## config.mk

```make
export PLATFORM = sky130hd
export DESIGN_NAME = variable_adjust_chain_alu
export DESIGN_NICKNAME = d
export VERILOG_FILES = /design/src/rtl/vaca_pkg.sv /design/src/rtl/variable_adjust_chain_alu.sv
export SDC_FILE = /design/constraint.sdc
export NUM_CORES = 1
export LEC_CHECK = 0
export ABC_AREA = 1
export BUFFER_PORTS_ARGS = -buffer_cell sky130_fd_sc_hd__buf_2
export CELL_PAD_IN_SITES_DETAIL_PLACEMENT = 0
export CELL_PAD_IN_SITES_GLOBAL_PLACEMENT = 2
export CORE_MARGIN = 3
export CORE_UTILIZATION = 34
export CTS_BUF_LIST = sky130_fd_sc_hd__clkbuf_16
export CTS_CLUSTER_SIZE = 25
export DETAILED_ROUTE_END_ITERATION = 7
export PLACE_DENSITY_LB_ADDON = 0.15
export SLEW_MARGIN = 5
export SYNTH_ARGS = -nofsm -noshare
export SYNTH_HDL_FRONTEND = slang
export SYNTH_SLANG_ARGS = --single-unit
```

## constraint.sdc

```tcl
create_clock -name clk -period 7.3 [get_ports clk]
set_clock_uncertainty 0.05 [all_clocks]
set_input_delay 1.46 -clock clk [delete_from_list [all_inputs] [get_ports clk]]
set_output_delay 1.46 -clock clk [all_outputs]
set_load 0.01 [all_outputs]
```

## src/rtl/vaca_pkg.sv

```systemverilog
`timescale 1ns / 1ps
// ----------------------------------------------------------------------------
// vaca_pkg: shared types and codes for the variable adjust chain ALU
// Payload structs, operation and size codes, sequencer states and the
// operand-size helpers used by the datapath.
// ----------------------------------------------------------------------------
package vaca_pkg;

    typedef enum logic [1:0] {
        ADJ_NONE = 2'd0,
        ADJ_DIV  = 2'd1,
        ADJ_MOD  = 2'd2,
        ADJ_ADD  = 2'd3
    } adjust_kind_t;

    typedef enum logic [3:0] {
        OP_ADD   = 4'd0,
        OP_SUB   = 4'd1,
        OP_SMIN  = 4'd2,
        OP_SMAX  = 4'd3,
        OP_UMIN  = 4'd4,
        OP_UMAX  = 4'd5,
        OP_SDIV  = 4'd6,
        OP_SMOD  = 4'd7,
        OP_UDIV  = 4'd8,
        OP_UMOD  = 4'd9,
        OP_MUL   = 4'd10,
        OP_AND   = 4'd11,
        OP_OR    = 4'd12,
        OP_XOR   = 4'd13,
        OP_PASS  = 4'd14,
        OP_PASS2 = 4'd15
    } alu_op_t;

    typedef enum logic [1:0] {
        SZ_BYTE  = 2'd0,
        SZ_WORD  = 2'd1,
        SZ_DWORD = 2'd2,
        SZ_WIDE  = 2'd3
    } operand_size_t;

    typedef enum logic [3:0] {
        ST_IDLE,
        ST_SHIFT,
        ST_ADJ_ADD,
        ST_ADJ_SETUP,
        ST_DIV_RUN,
        ST_DIV_FIX,
        ST_ALU_SETUP,
        ST_DONE
    } state_t;

    localparam int unsigned DataWidth  = 32;
    localparam int unsigned StepWidth  = $clog2(DataWidth);
    localparam int unsigned ShiftDigit = 4;

    typedef struct packed {
        logic [31:0] variable_value;
        logic [4:0]  shift_count;
        logic [31:0] value_mask;
        logic [31:0] add_value;
        logic [31:0] divmod_value;
        logic [1:0]  adjust_kind;
        logic [3:0]  operation;
        logic [1:0]  operand_size;
        logic        chain_start;
        logic [31:0] start_value;
    } vaca_in_t;

    typedef struct packed {
        logic [31:0] result;
        logic        divide_by_zero;
    } vaca_out_t;

    // Low-bit mask for the operand size; size three acts as dword.
    function automatic logic [31:0] size_mask(input logic [1:0] size);
        logic [31:0] m;
        case (size)
            SZ_BYTE: m = 32'h0000_00FF;
            SZ_WORD: m = 32'h0000_FFFF;
            default: m = 32'hFFFF_FFFF;
        endcase
        return m;
    endfunction

    // Sign-extend the low operand-size bits to 32 bits.
    function automatic logic [31:0] sext_size(input logic [31:0] v, input logic [1:0] size);
        logic [31:0] s;
        case (size)
            SZ_BYTE: s = {{24{v[7]}}, v[7:0]};
            SZ_WORD: s = {{16{v[15]}}, v[15:0]};
            default: s = v;
        endcase
        return s;
    endfunction

endpackage

```

## src/rtl/variable_adjust_chain_alu.sv

```systemverilog
`timescale 1ns / 1ps
// ----------------------------------------------------------------------------
// variable_adjust_chain_alu: one adjust-and-combine step per item
// Shifts, masks, offsets and optionally divides or takes a modulo of a value,
// then folds it into a running accumulator, using a serial divide/multiply unit.
// ----------------------------------------------------------------------------
// Usage:
//   in_valid/in_ready carry one step (vaca_in_t). A transfer happens on a
//   rising edge with both high. in_ready is high whenever the sequencer is
//   idle, even while the last result still sits in the output register.
//   out_valid/out_ready carry one result (vaca_out_t) per step: the new
//   accumulator, zero-extended from the operand size, and a divide-by-zero
//   flag.
//   Each step goes through the shift, the offset, the adjust setup and
//   divide or modulo when the adjust divides or takes a modulo (the divide
//   runs only with a nonzero divisor), ALU setup, the ALU multiply or its
//   divide or modulo with a nonzero divisor, and the output load. The 32-step
//   shared radix-2 divide/multiply unit is used at most twice per step. One
//   item is in flight; the next transfer can come once the sequencer is back
//   in idle after the result loads.
//   Reset clears the accumulator to zero and drops any pending result.
//   A stalled receiver holds the result in the output register; the block
//   finishes the next step and waits in its last state until the register
//   frees up.
// ----------------------------------------------------------------------------
module variable_adjust_chain_alu
(
    input  logic                clk,
    input  logic                rst_n,
    input  logic                in_valid,
    output logic                in_ready,
    input  vaca_pkg::vaca_in_t  in_data,
    output logic                out_valid,
    input  logic                out_ready,
    output vaca_pkg::vaca_out_t out_data
);
    import vaca_pkg::*;

    state_t          state_reg, state_next;
    vaca_in_t        item_reg;
    logic [31:0]     acc_reg;
    logic [31:0]     v_reg;        // value under adjustment
    logic [4:0]      cnt_reg;      // remaining shift distance
    logic [31:0]     dvd_reg;      // dividend / quotient, or multiplier
    logic [31:0]     rem_reg;      // partial remainder, or product
    logic [31:0]     dvs_reg;      // divisor, or shifted multiplicand
    logic [StepWidth-1:0] step_reg;
    logic            mul_mode_reg;
    logic            want_rem_reg;
    logic            neg_reg;
    logic            alu_phase_reg;
    logic            dz_reg;
    logic [31:0]     r_reg;
    logic            out_valid_reg;
    vaca_out_t       out_data_reg;

    logic            accept;
    logic            out_free;
    logic [31:0]     mask;
    logic [31:0]     a_val, b_val, a_sx, b_sx;
    logic [31:0]     num, den, num_mag, den_mag;
    logic            num_s, den_s, ld_want_rem, ld_neg;
    logic            alu_is_div, alu_is_mul;
    logic [31:0]     alu_simple;
    logic [32:0]     trial;
    logic            trial_ge;
    logic [32:0]     trial_diff;
    logic [31:0]     fix_mag, fix_val;

    assign accept    = in_valid && in_ready;
    assign in_ready  = (state_reg == ST_IDLE);
    assign out_free  = !out_valid_reg || out_ready;
    assign out_valid = out_valid_reg;
    assign out_data  = out_data_reg;

    // Operand preparation for the shared divide/multiply unit and the ALU.
    always_comb
    begin
        mask        = size_mask(item_reg.operand_size);
        a_val       = acc_reg & mask;
        b_val       = v_reg & mask;
        a_sx        = sext_size(a_val, item_reg.operand_size);
        b_sx        = sext_size(b_val, item_reg.operand_size);
        alu_is_div  = item_reg.operation inside {OP_SDIV, OP_SMOD, OP_UDIV, OP_UMOD};
        alu_is_mul  = (item_reg.operation == OP_MUL);
        num         = v_reg;
        num_s       = 1'b0;
        den         = 32'd0;
        den_s       = 1'b0;
        ld_want_rem = 1'b0;
        if (state_reg == ST_ADJ_SETUP)
        begin
            if (item_reg.adjust_kind == ADJ_DIV)
            begin
                num   = v_reg;
                num_s = v_reg[31];
                den   = sext_size(item_reg.divmod_value, item_reg.operand_size);
                den_s = den[31];
            end
            else
            begin
                // Dword modulo is unsigned; narrower sizes keep the signed dividend.
                num         = v_reg;
                num_s       = !(item_reg.operand_size inside {SZ_DWORD, SZ_WIDE}) && v_reg[31];
                den         = item_reg.divmod_value & mask;
                ld_want_rem = 1'b1;
            end
        end
        else
        begin
            if (item_reg.operation inside {OP_SDIV, OP_SMOD})
            begin
                num   = a_sx;
                num_s = a_sx[31];
                den   = b_sx;
                den_s = b_sx[31];
            end
            else
            begin
                num = a_val;
                den = b_val;
            end
            ld_want_rem = item_reg.operation inside {OP_SMOD, OP_UMOD};
        end
        num_mag = num_s ? (32'd0 - num) : num;
        den_mag = den_s ? (32'd0 - den) : den;
        ld_neg  = ld_want_rem ? num_s : (num_s ^ den_s);
    end

    // Combinational ALU operations.
    always_comb
    begin
        case (item_reg.operation)
            OP_ADD:  alu_simple = a_val + b_val;
            OP_SUB:  alu_simple = a_val - b_val;
            OP_SMIN: alu_simple = ($signed(a_sx) < $signed(b_sx)) ? a_val : b_val;
            OP_SMAX: alu_simple = ($signed(a_sx) > $signed(b_sx)) ? a_val : b_val;
            OP_UMIN: alu_simple = (a_val < b_val) ? a_val : b_val;
            OP_UMAX: alu_simple = (a_val > b_val) ? a_val : b_val;
            OP_AND:  alu_simple = a_val & b_val;
            OP_OR:   alu_simple = a_val | b_val;
            OP_XOR:  alu_simple = a_val ^ b_val;
            default: alu_simple = b_val;
        endcase
    end

    // One restoring-division step, and the sign fix at the end.
    always_comb
    begin
        trial      = {rem_reg, dvd_reg[31]};
        trial_ge   = (trial >= {1'b0, dvs_reg});
        trial_diff = trial - {1'b0, dvs_reg};
        fix_mag    = want_rem_reg ? rem_reg : dvd_reg;
        fix_val    = neg_reg ? (32'd0 - fix_mag) : fix_mag;
    end

    // Sequencer next state.
    always_comb
    begin
        state_next = state_reg;
        case (state_reg)
            ST_IDLE:
            begin
                if (accept)
                begin
                    state_next = ST_SHIFT;
                end
            end
            ST_SHIFT:
            begin
                if (cnt_reg == 5'd0)
                begin
                    state_next = ST_ADJ_ADD;
                end
            end
            ST_ADJ_ADD:
            begin
                if (item_reg.adjust_kind inside {ADJ_DIV, ADJ_MOD})
                begin
                    state_next = ST_ADJ_SETUP;
                end
                else
                begin
                    state_next = ST_ALU_SETUP;
                end
            end
            ST_ADJ_SETUP:
            begin
                state_next = (den == 32'd0) ? ST_ALU_SETUP : ST_DIV_RUN;
            end
            ST_DIV_RUN:
            begin
                if (step_reg == '0)
                begin
                    state_next = ST_DIV_FIX;
                end
            end
            ST_DIV_FIX:
            begin
                state_next = alu_phase_reg ? ST_DONE : ST_ALU_SETUP;
            end
            ST_ALU_SETUP:
            begin
                if (alu_is_mul || (alu_is_div && den != 32'd0))
                begin
                    state_next = ST_DIV_RUN;
                end
                else
                begin
                    state_next = ST_DONE;
                end
            end
            ST_DONE:
            begin
                if (out_free)
                begin
                    state_next = ST_IDLE;
                end
            end
            default: state_next = ST_IDLE;
        endcase
    end

    always_ff @(posedge clk or negedge rst_n)
    begin
        if (!rst_n)
        begin
            state_reg <= ST_IDLE;
        end
        else
        begin
            state_reg <= state_next;
        end
    end

    // Accumulator and output register.
    always_ff @(posedge clk or negedge rst_n)
    begin
        if (!rst_n)
        begin
            acc_reg       <= 32'd0;
            out_valid_reg <= 1'b0;
        end
        else
        begin
            if (accept && in_data.chain_start)
            begin
                acc_reg <= in_data.start_value;
            end
            else if (state_reg == ST_DONE && out_free)
            begin
                acc_reg <= r_reg & mask;
            end
            if (state_reg == ST_DONE && out_free)
            begin
                out_valid_reg <= 1'b1;
            end
            else if (out_ready)
            begin
                out_valid_reg <= 1'b0;
            end
        end
    end

    always_ff @(posedge clk)
    begin
        if (state_reg == ST_DONE && out_free)
        begin
            out_data_reg.result         <= r_reg & mask;
            out_data_reg.divide_by_zero <= dz_reg;
        end
    end

    // Datapath: payload registers, no reset needed.
    always_ff @(posedge clk)
    begin
        case (state_reg)
            ST_IDLE:
            begin
                if (accept)
                begin
                    item_reg <= in_data;
                    v_reg    <= in_data.variable_value;
                    cnt_reg  <= in_data.shift_count;
                    dz_reg   <= 1'b0;
                end
            end
            ST_SHIFT:
            begin
                // Arithmetic shift, one digit per cycle, then one bit at a time, then the value mask.
                if (cnt_reg == 5'd0)
                begin
                    v_reg <= v_reg & item_reg.value_mask;
                end
                else if (cnt_reg >= 5'(ShiftDigit))
                begin
                    v_reg   <= {{ShiftDigit{v_reg[31]}}, v_reg[31:ShiftDigit]};
                    cnt_reg <= cnt_reg - 5'(ShiftDigit);
                end
                else
                begin
                    v_reg   <= {v_reg[31], v_reg[31:1]};
                    cnt_reg <= cnt_reg - 5'd1;
                end
            end
            ST_ADJ_ADD:
            begin
                if (item_reg.adjust_kind != ADJ_NONE)
                begin
                    v_reg <= v_reg + sext_size(item_reg.add_value, item_reg.operand_size);
                end
            end
            ST_ADJ_SETUP:
            begin
                if (den == 32'd0)
                begin
                    v_reg  <= 32'd0;
                    dz_reg <= 1'b1;
                end
                else
                begin
                    dvd_reg       <= num_mag;
                    dvs_reg       <= den_mag;
                    rem_reg       <= 32'd0;
                    step_reg      <= StepWidth'(DataWidth - 1);
                    mul_mode_reg  <= 1'b0;
                    want_rem_reg  <= ld_want_rem;
                    neg_reg       <= ld_neg;
                    alu_phase_reg <= 1'b0;
                end
            end
            ST_DIV_RUN:
            begin
                step_reg <= step_reg - StepWidth'(1);
                if (mul_mode_reg)
                begin
                    // Shift-add: one multiplier bit per cycle.
                    if (dvd_reg[0])
                    begin
                        rem_reg <= rem_reg + dvs_reg;
                    end
                    dvs_reg <= {dvs_reg[30:0], 1'b0};
                    dvd_reg <= {1'b0, dvd_reg[31:1]};
                end
                else
                begin
                    rem_reg <= trial_ge ? trial_diff[31:0] : trial[31:0];
                    dvd_reg <= {dvd_reg[30:0], trial_ge};
                end
            end
            ST_DIV_FIX:
            begin
                if (alu_phase_reg)
                begin
                    r_reg <= fix_val;
                end
                else
                begin
                    v_reg <= fix_val;
                end
            end
            ST_ALU_SETUP:
            begin
                alu_phase_reg <= 1'b1;
                step_reg      <= StepWidth'(DataWidth - 1);
                rem_reg       <= 32'd0;
                if (alu_is_mul)
                begin
                    dvd_reg      <= b_val;
                    dvs_reg      <= a_val;
                    mul_mode_reg <= 1'b1;
                    want_rem_reg <= 1'b1;
                    neg_reg      <= 1'b0;
                end
                else if (alu_is_div)
                begin
                    if (den == 32'd0)
                    begin
                        r_reg  <= 32'd0;
                        dz_reg <= 1'b1;
                    end
                    else
                    begin
                        dvd_reg      <= num_mag;
                        dvs_reg      <= den_mag;
                        mul_mode_reg <= 1'b0;
                        want_rem_reg <= ld_want_rem;
                        neg_reg      <= ld_neg;
                    end
                end
                else
                begin
                    r_reg <= alu_simple;
                end
            end
            default:
            begin
            end
        endcase
    end

    // A result appears only out of the final state.
    a_out_from_done: assert property (@(posedge clk) disable iff (!rst_n)
        $rose(out_valid_reg) |-> $past(state_reg == ST_DONE))
        else $error("result loaded outside the final state");

    // Restoring division keeps the partial remainder below the divisor.
    a_rem_bound: assert property (@(posedge clk) disable iff (!rst_n)
        (state_reg == ST_DIV_RUN && !mul_mode_reg) |-> (rem_reg < dvs_reg))
        else $error("partial remainder not below divisor");

    // Division never starts with a zero divisor.
    a_div_nonzero: assert property (@(posedge clk) disable iff (!rst_n)
        (state_reg == ST_DIV_RUN && !mul_mode_reg) |-> (dvs_reg != 32'd0))
        else $error("divider running on zero divisor");

    // Accumulator moves only on a chain start or when a result is loaded.
    a_acc_update: assert property (@(posedge clk) disable iff (!rst_n)
        !$stable(acc_reg) |->
            $past((accept && in_data.chain_start) || (state_reg == ST_DONE && out_free)))
        else $error("accumulator changed outside a transfer");

endmodule

```

# After elaboration in Yosys (flattened, before gate mapping)
# Index checks and enable logic that the tools add are counted.
# word_totals
elab_cells,228
regBits,349
# classes
n_bitwise,9
n_eq_ne,41
addsub,11
reduce_logical,43
n_lt_le_gt_ge,6
n_mux,94
# ops
op,n
$mux 32,37
$pmux 32 s2,6
$pmux 32 s3,3
$pmux 32 s9,1
$and 32x32->32,6
$pmux 32 s5,1
$add 32x32->32,3
$sub 1x32->32 const A,3
$gt 32x32->1,2
$lt 32x32->1,2
$sub 32x32->32,2
$ge 33x32->1,1
$eq 4x3->1 const B,8
$logic_not 32->1,1
$or 32x32->32,1
$pmux 4 s8,1
$reduce_bool 32->1,1
$xor 32x32->32,1
$mux 30,1
$mux 1,26
$eq 4x4->1 const B,6
$ne 2x2->1 const B,11
$mux 5,4
$reduce_bool 2->1,10
other kinds (31),66

# Logic depth before layout (Yosys ltp)
# Gate-level depths: netlist (run 1).
# depth
word_depth,12
ltp_mapped,28

# Worst setup path after synthesis (run 1)
# No wires, ideal clock.
# synth_path
path_type,input to register
start,input in_valid
end,register acc_reg[15]
setup_time_ns,0.135
required_ns,7.115
path_slack_ns,0.212
arrival_time_ns,6.903
path_stages,7
n_path_buf,2
cell_sequence,inv_1 nor2_1 nand2_1 clkbuf_1 nand2_1 clkbuf_1 o21ai_0
# synth_between
elab_chain_cells,3
elab_cells_between_ends,4
classes_between,mux: 1; reduce/logical: 3
# synth_lines
element,line,rtl
"start, declared",variable_adjust_chain_alu.sv:30,"input logic in_valid,"
$logic_and 1x1->1 *,variable_adjust_chain_alu.sv:70,assign accept = in_valid && in_ready;
$logic_and 1x1->1 *,variable_adjust_chain_alu.sv:246,if (accept && in_data.chain_start)
$mux 32 / $reduce_bool 2->1 (equally long branches),n/a,
"end signal, assigned",variable_adjust_chain_alu.sv:248,acc_reg <= in_data.start_value;
"end signal, assigned",variable_adjust_chain_alu.sv:252,acc_reg <= r_reg & mask;
"end, declared",variable_adjust_chain_alu.sv:41,logic [31:0] acc_reg;
# Mark *: on every way between the ends. The rest lies on a longest branch, timed or not.
# A chain may end at the register's enable or synchronous reset.

# Worst setup path in the final report (run 1)
# layout_path
start,register item_reg[34] (netlist bit)
end,"register r_reg[19], data pin"
# layout_between
elab_chain_cells,10
elab_cells_between_ends,24
classes_between,add/sub: 2; order compare: 4; eq/ne: 1; mux: 11; bitwise: 5; reduce/logical: 1
# layout_lines
element,line,rtl
"start, declared",variable_adjust_chain_alu.sv:40,vaca_in_t item_reg;
"start signal, assigned",variable_adjust_chain_alu.sv:282,item_reg <= in_data;
$eq 2x1->1 / $logic_not 2->1 (equally long branches),"vaca_pkg.sv:78, vaca_pkg.sv:89",
$pmux 32 s2,vaca_pkg.sv:78,case (size)
"$and 32x32->32, on equally long branches","variable_adjust_chain_alu.sv:80, variable_adjust_chain_alu.sv:81",
$pmux 32 s2,vaca_pkg.sv:89,case (size)
$gt 32x32->1 / $lt 32x32->1 (equally long branches),"variable_adjust_chain_alu.sv:137, variable_adjust_chain_alu.sv:136",
"$mux 32, on equally long branches","variable_adjust_chain_alu.sv:137, variable_adjust_chain_alu.sv:136",
$pmux 32 s9 *,variable_adjust_chain_alu.sv:133,case (item_reg.operation)
$mux 32 *,variable_adjust_chain_alu.sv:375,else if (alu_is_div)
$mux 32 *,variable_adjust_chain_alu.sv:367,if (alu_is_mul)
$pmux 32 s2 *,variable_adjust_chain_alu.sv:277,case (state_reg)
"end signal, assigned",variable_adjust_chain_alu.sv:355,r_reg <= fix_val;
"end signal, assigned",variable_adjust_chain_alu.sv:393,r_reg <= alu_simple;
"end, declared",variable_adjust_chain_alu.sv:53,logic [31:0] r_reg;
# Mark *: on every way between the ends. The rest lies on a longest branch, timed or not. The select of a mux whose other input is x is not followed.

==> results.md, run 1 <==
- Outcome: completed
- Warning count from the yosys run: 0
- Seq/Total Area, Yosys: 29.14%
- Setup TNS: 0 ns
- Layout Area Growth over Synthesis: 11.44%
- Mapped Area: 35250 sq um
- RSZ-0062 raised after global routing: false
- Syn nets: 5654
- Top FF cell, synth: edfxtp_1
- Initial DRC count: 4584
- Die X: 328.0 um
- Startpoint Class: register
- First-pass GRT wire length: 267300 um
- Crit path time final: 6.409 ns
- Nets@finish: 5787
- DRC: 0
- Root buf cell: clkbuf_16
- Maxcap violations: 0
- Setup violators final: 0
- Worst-skew pair later-pin latency: 0.68 ns
- Port Buffers: 212
- Static Leakage: 18.12 nW
- RePlAce Congestion: 0.9788
- Worst-path clk slew: 0.07 ns
- Yosys top cell area share: 26.58%
- Mapped Cells: 5248
- Pwr Total: 22.18 mW
- FFs w/ async S/R, synth: 10.34%
- Routed WL: 189300 um
- H-tree levels: 2
- Post-DP HPWL: 152000 um
- Synth cell count leaders: 1369 x nand2_1, 598 x inv_1, 475 x nor2_1
- Max frequency: 156.0 MHz
- Share of layout cells above drive strength 1: 9.366%
- First-pass DRT Iterations: 6
- DIE HEIGHT: 328.0 um
- All-Layer GR Usage: 34.13%
- Synth cell types: 65
- CTS tree: yes
- CP Class: register to register
- Flop and latch count out of synthesis: 348
- I/O pins: 213
- Post-CTS setup buffer count: 0
- Most frequent cell after synthesis: nand2_1
- Utilization after layout: 38.39%
- CTS max path bufs: 3
- Final worst-path cycle share: 87.79%
- Avg WL per Cell: 27.92 um
- Initial Util: 34.45%
- Power Density: 564.6 nW/um^2
- Largest register FFs: 104
- Post-DR vias/cell: 5.748
- Max Slew Vio Count: 0
- Pin count of the biggest net entering global routing: 75
- Post-synth EDFFs: 312
- Mapped Avg Cell Area: 6.716 sq um
- Non-Filler Instances: 6782
- GRT overflow: 0
- Post-CTS Resized: 0
- Fill count: 11.20k
- Number of buffers created by CTS: 46
- Top cells by area, synth: edfxtp_1 27%, nand2_1 15%, ha_1 7.9%
- Hold WC Path Type: register to register
- Worst Path Arrival: 6.73 ns
- Required time of the critical path: 7.62 ns
- Area leader, netlist: edfxtp_1
- Worst-margin pin slew: 1.132 ns
- Vias in the first global route: 36.66k
- Slew HR: 24.36%
- Core Region: 102300 sq um
- Clock Sinks: 348
- Final ANT Viol Nets: 0
- Hold_buf cts: 0
- Worst setup EP type: register
- Antenna violations before repair: 14
- Via count: 38.99k
- Full die area: 107600 sq um
- Crit Path Max Fanout: 70
- Maximum VDD drop: 0.2365 mV
- DP Cell Count: 6701
- Row count: 117
- Hold Vio Cnt, Final: 0
[final timing paths]
| kind | from | cells after the start | end | slack [ns] |
|---|---|---|---|---|
| setup / recovery | item_reg[34] | 21 | r_reg[19] | 0.89 |
| hold / removal | r_reg[5] | 0 | out_data[6] | 0.46 |
| setup reg to reg | item_reg[34] | 21 | r_reg[19] | 0.89 |
| hold reg to reg | r_reg[5] | 0 | out_data[6] | 0.46 |
| max in group asynchronous | rst_n | 2 | acc_reg[30] | 5.79 |
| min in group asynchronous | rst_n | 2 | out_valid | 0.83 |
[kinds of logic (layout without fill, tap and decap cells)]
group | count (synthesis) | in the layout | synth area share, %
other | 0 | 1 | 0
adder cells (fa/ha/maj) | 228 | 228 | 8.200
flip-flops | 348 | 348 | 29.14
AO/OA/AOI/OAI | 1240 | 1240 | 20.71
buffers and inverters | 837 | 1002 | 9.481
AND/OR/NAND/NOR | 2493 | 2493 | 29.94
XOR/XNOR | 102 | 102 | 2.535
[final cells by class]
cell class / count / area [sq um] / area share, %
multi-input cells: 4063 / 21750 / 55.36
flip-flops and latches: 348 / 10270 / 26.15
inverters: 628 / 2362 / 6.014
well taps: 1368 / 1712 / 4.358
repair buffers: 294 / 1689 / 4.300
clock buffers: 48 / 1201 / 3.058
clock inverters: 32 / 296.5 / 0.7549
diodes: 1 / 2.502 / 0.006371
[per-layer routing]
layer	GRT usage, %	vias up	share of wire, %
met5	0	-	0.028
met4	13.70	8	4.5
met3	6.560	332	8.9
met2	51.54	1860	43
met1	47.70	18680	44
li1	-	18110	-
[power breakdown]
group | switching (mW) | internal, mW
registers | 1.09 | 3.27
clock network | 1.05 | 1.28
logic | 11.1 | 4.35
[cell usage in the layout (no fill, tap or decap), drive strengths merged, types with 10 or more instances in the layout]
cell type and n:
a221oi 27, a31oi 29, xor2 57, a22oi 40
nor3 40, o221ai 39, or2 42, a21oi 381
o21bai 27, dfrtp 36, nand3b 26, nand4 69
nor2 496, o21ai 477, o211ai 107, o21a 10
xnor2 45, o22ai 19, nor4 13, edfxtp 312
a21o 22, buf 294, a211oi 19, ha 223
clkinv 34, o2111ai 17, inv 621, nand2 1396
clkbuf 48, nand3 405
[per-stage QoR]
step                instance area, sq um  hold WS, ns  worst slack, ns
finish                             39280       0.4615           0.8910
global route                       39280       0.4654           0.4320
CTS                                39280       0.4640            1.129
detailed placement                 37780       0.4573            1.137
global placement                   37780       0.4463            1.107
floorplan                          35250       0.3768           0.2119
[worst max-delay path: stages, from the launching register on]
cell and delay (ns):
edfxtp_1 0.40, buf_4 0.75, nor2_2 0.24, nand2_1 0.15, nand2_1 0.11, inv_1 0.41, o21ai_0 0.24, inv_1 0.10
ha_1 0.13, nand2_1 0.06, nor2_1 0.15, nand4_1 0.16, nor4_1 0.55, nand3b_1 0.56, nand2_2 0.81, inv_1 0.39
nand2_1 0.20, nand3_1 0.21, nand2_1 0.12, nand3_1 0.08, nand2_1 0.07, o21ai_0 0.07
Power figures use the tool's default switching activity.
==> run 2, diff against run 1 <==
--- a/config.mk
+++ b/config.mk
@@ -12,8 +12,10 @@
 export CORE_MARGIN = 3
 export CORE_UTILIZATION = 34
 export CTS_BUF_LIST = sky130_fd_sc_hd__clkbuf_16
+export CTS_CLUSTER_DIAMETER = 100
 export CTS_CLUSTER_SIZE = 25
 export DETAILED_ROUTE_END_ITERATION = 7
+export GPL_TIMING_DRIVEN = 0
 export PLACE_DENSITY_LB_ADDON = 0.15
 export SLEW_MARGIN = 5
 export SYNTH_ARGS = -nofsm -noshare
==> constraint.sdc (replaced) <==
create_clock -name clk -period 7.4 [get_ports clk]
set_clock_uncertainty 0.05 [all_clocks]
set_input_delay 1.48 -clock clk [delete_from_list [all_inputs] [get_ports clk]]
set_output_delay 1.48 -clock clk [all_outputs]
set_load 0.01 [all_outputs]
==> run 2 against run 1 <==
Global-route usage up 3.0 points. Critical path depth up 1. Worst hold slack worse by 0.036 ns. Fmax down 7.3%. Power up 0.34%. Flip-flop and latch count unchanged. Register-to-register slack worse by 0.41 ns. Critical endpoint is now r_reg[28].
==> results.md, run 2 (synthesis results as in run 1) <==
- Max Slew Vio Count: 0 (unchanged)
- Reg2reg start: item_reg[33]
- Post-CTS Resized: 0 (unchanged)
- CP Class: register to register
- Post-DP HPWL: 169900 um (+12%)
- Crit path time final: 6.914 ns (+0.5053 ns)
- Antenna violations before repair: 5 (-9)
- Final WS setup: 0.4857 ns (-0.4053 ns)
- Via count: 40.06k (+2.7%)
- I/O pins: 213 (unchanged)
- Root buf cell: clkbuf_16
- Non-Filler Instances: 6890 (+1.6%)
- Crit Path Max Fanout: 10 (-86%)
- Nets@finish: 5904 (+2.0%)
- Hold Vio Cnt, Final: 0 (unchanged)
- Pin count of the biggest net entering global routing: 37 (-51%)
- Die X: 328.0 um (unchanged)
- Static Leakage: 18.00 nW (-0.66%)
- Worst-skew pair later-pin latency: 0.66 ns (-0.02 ns)
- Post-CTS setup buffer count: 0 (unchanged)
- Hold WS: 0.4260 ns (-0.03552 ns)
- Maxcap violations: 0 (unchanged)
- DP Worst Slack: 1.017 ns (-0.1204 ns)
- Post-DR vias/cell: 5.814 (+1.1%)
- Share of layout cells above drive strength 1: 8.552% (-0.81 points)
- Setup violators final: 0 (unchanged)
- DP Cell Count: 6837 (+2.0%)
- Largest register FFs: 104 (unchanged)
- Reg2reg path depth: 22 (+4.8%)
- Design area: 39230 sq um (-0.13%)
- Initial DRC count: 5308 (+16%)
- First-pass GRT wire length: 285900 um (+7.0%)
- Max frequency: 144.6 MHz (-7.3%)
- Core Region: 102300 sq um (unchanged)
- Hold_sp: r_reg[3]
- Outcome: completed
- RePlAce Congestion: 1.022 (+4.4%)
- Vias in the first global route: 37.69k (+2.8%)
- GRT overflow: 0 (unchanged)
- CTS tree: yes
- Final ANT Viol Nets: 0 (unchanged)
- Slew HR: 9.805% (-15 points)
- Hold Crit Depth: 0 (unchanged)
- Final worst-path cycle share: 93.44% (+5.6 points)
- Row count: 117 (unchanged)
- First-pass DRT Iterations: 6 (unchanged)
- Initial Util: 34.45% (unchanged)
- Routed WL: 206200 um (+8.9%)
- Register area: 10270 sq um (unchanged)
- Port Buffers: 212 (unchanged)
- Setup TNS: 0 ns (unchanged)
- Number of buffers created by CTS: 27 (-41%)
- Layout Area Growth over Synthesis: 11.30%
- Worst-margin pin slew: 1.344 ns (+0.2118 ns)
- Utilization after layout: 38.34% (-0.049 points)
- Worst setup EP type: register
- Required time of the critical path: 7.73 ns (+0.11 ns)
- Hold WC Path Type: register to register
- Commonest non-fill, non-tap cell in the layout: nand2_1
- Clock Sinks: 348 (unchanged)
- Area of the multi-input gates: 21690 sq um (-0.27%)
- Full die area: 107600 sq um (unchanged)
- Fill count: 11.38k (+1.6%)
- DRC: 0 (unchanged)
- RSZ-0062 raised after global routing: false
- Startpoint Class: register
- Maximum VDD drop: 0.2588 mV (+9.4%)
- DIE HEIGHT: 328.0 um (unchanged)
- Hold_buf cts: 0 (unchanged)
- Crit. Startpoint: item_reg[33]
- All-Layer GR Usage: 37.11% (+3.0 points)
- Worst Path Arrival: 7.25 ns (+0.52 ns)
- Commonest non-fill, non-tap cells in the layout: 1368 x nand2_1, 600 x inv_1, 473 x nor2_1, 413 x o21ai_0, 400 x nand3_1
- CTS max path bufs: 3 (unchanged)
- DP Area: 38260 sq um (+1.3%)
- H-tree levels: 1 (-1)
- Pwr Total: 22.25 mW (+0.34%)
- Worst-path clk slew: 0.10 ns (+0.03 ns)
- Avg WL per Cell: 29.93 um (+7.2%)
- Power Density: 567.3 nW/um^2 (+0.47%)
[run 2: changes by cell type in the layout (fill, tap and decap cells not counted), sizes merged, moves of 3 or more]
cell and delta:
buf +3, clkbuf +113, clkinv -14, inv +8
[run 2: final cells by class]
class / instances / area share [%]
Multi-Input combinational cell: 4063 / 55.28
Sequential cell: 348 / 26.18
Inverter: 628 / 6.022
Tap cell: 1368 / 4.363
Timing Repair Buffer: 221 / 3.183
Buffer: 209 / 2.501
Clock buffer: 28 / 1.786
Clock inverter: 22 / 0.6634
Antenna cell: 3 / 0.01914
[run 2: power breakdown]
group          internal [mW]  total, mW  leakage, nW  switching, mW
Sequential              3.21       4.28         3.36           1.07
Combinational           4.35       16.3         14.2           11.9
Clock                  0.754       1.70        0.476          0.947
[run 2: worst paths after layout]
kind | end | slack [ns]
hold reg to reg | out_data[4] | 0.43
max in group asynchronous | acc_reg[18] | 5.60
hold / removal | out_data[4] | 0.43
setup / recovery | r_reg[28] | 0.49
setup reg to reg | r_reg[28] | 0.49
min in group asynchronous | out_valid | 0.94
[run 2: layer usage]
metal	track usage [%]	part of all wire, %
met5	0	0
met4	15.56	4.9
met3	7.205	9.2
met1	52.62	44
met2	54.80	41
[run 2: critical path, stage by stage, from the launching register on]
cell,delay [ns]
edfxtp_1,0.60
inv_2,0.08
nand2_2,0.12
clkbuf_1,0.85
nand2_1,0.66
inv_1,0.59
ha_1,0.33
inv_1,0.15
nor2_1,0.20
nand2_1,0.11
nor3_1,0.24
nand2_1,0.08
nand2_1,0.21
nand2_1,0.18
nand3_2,0.26
clkbuf_1,0.68
nand3_1,0.15
nand3_1,0.13
nand3_1,0.18
nor2_1,0.13
nand2_1,0.25
nand2_1,0.21
nand2_1,0.14
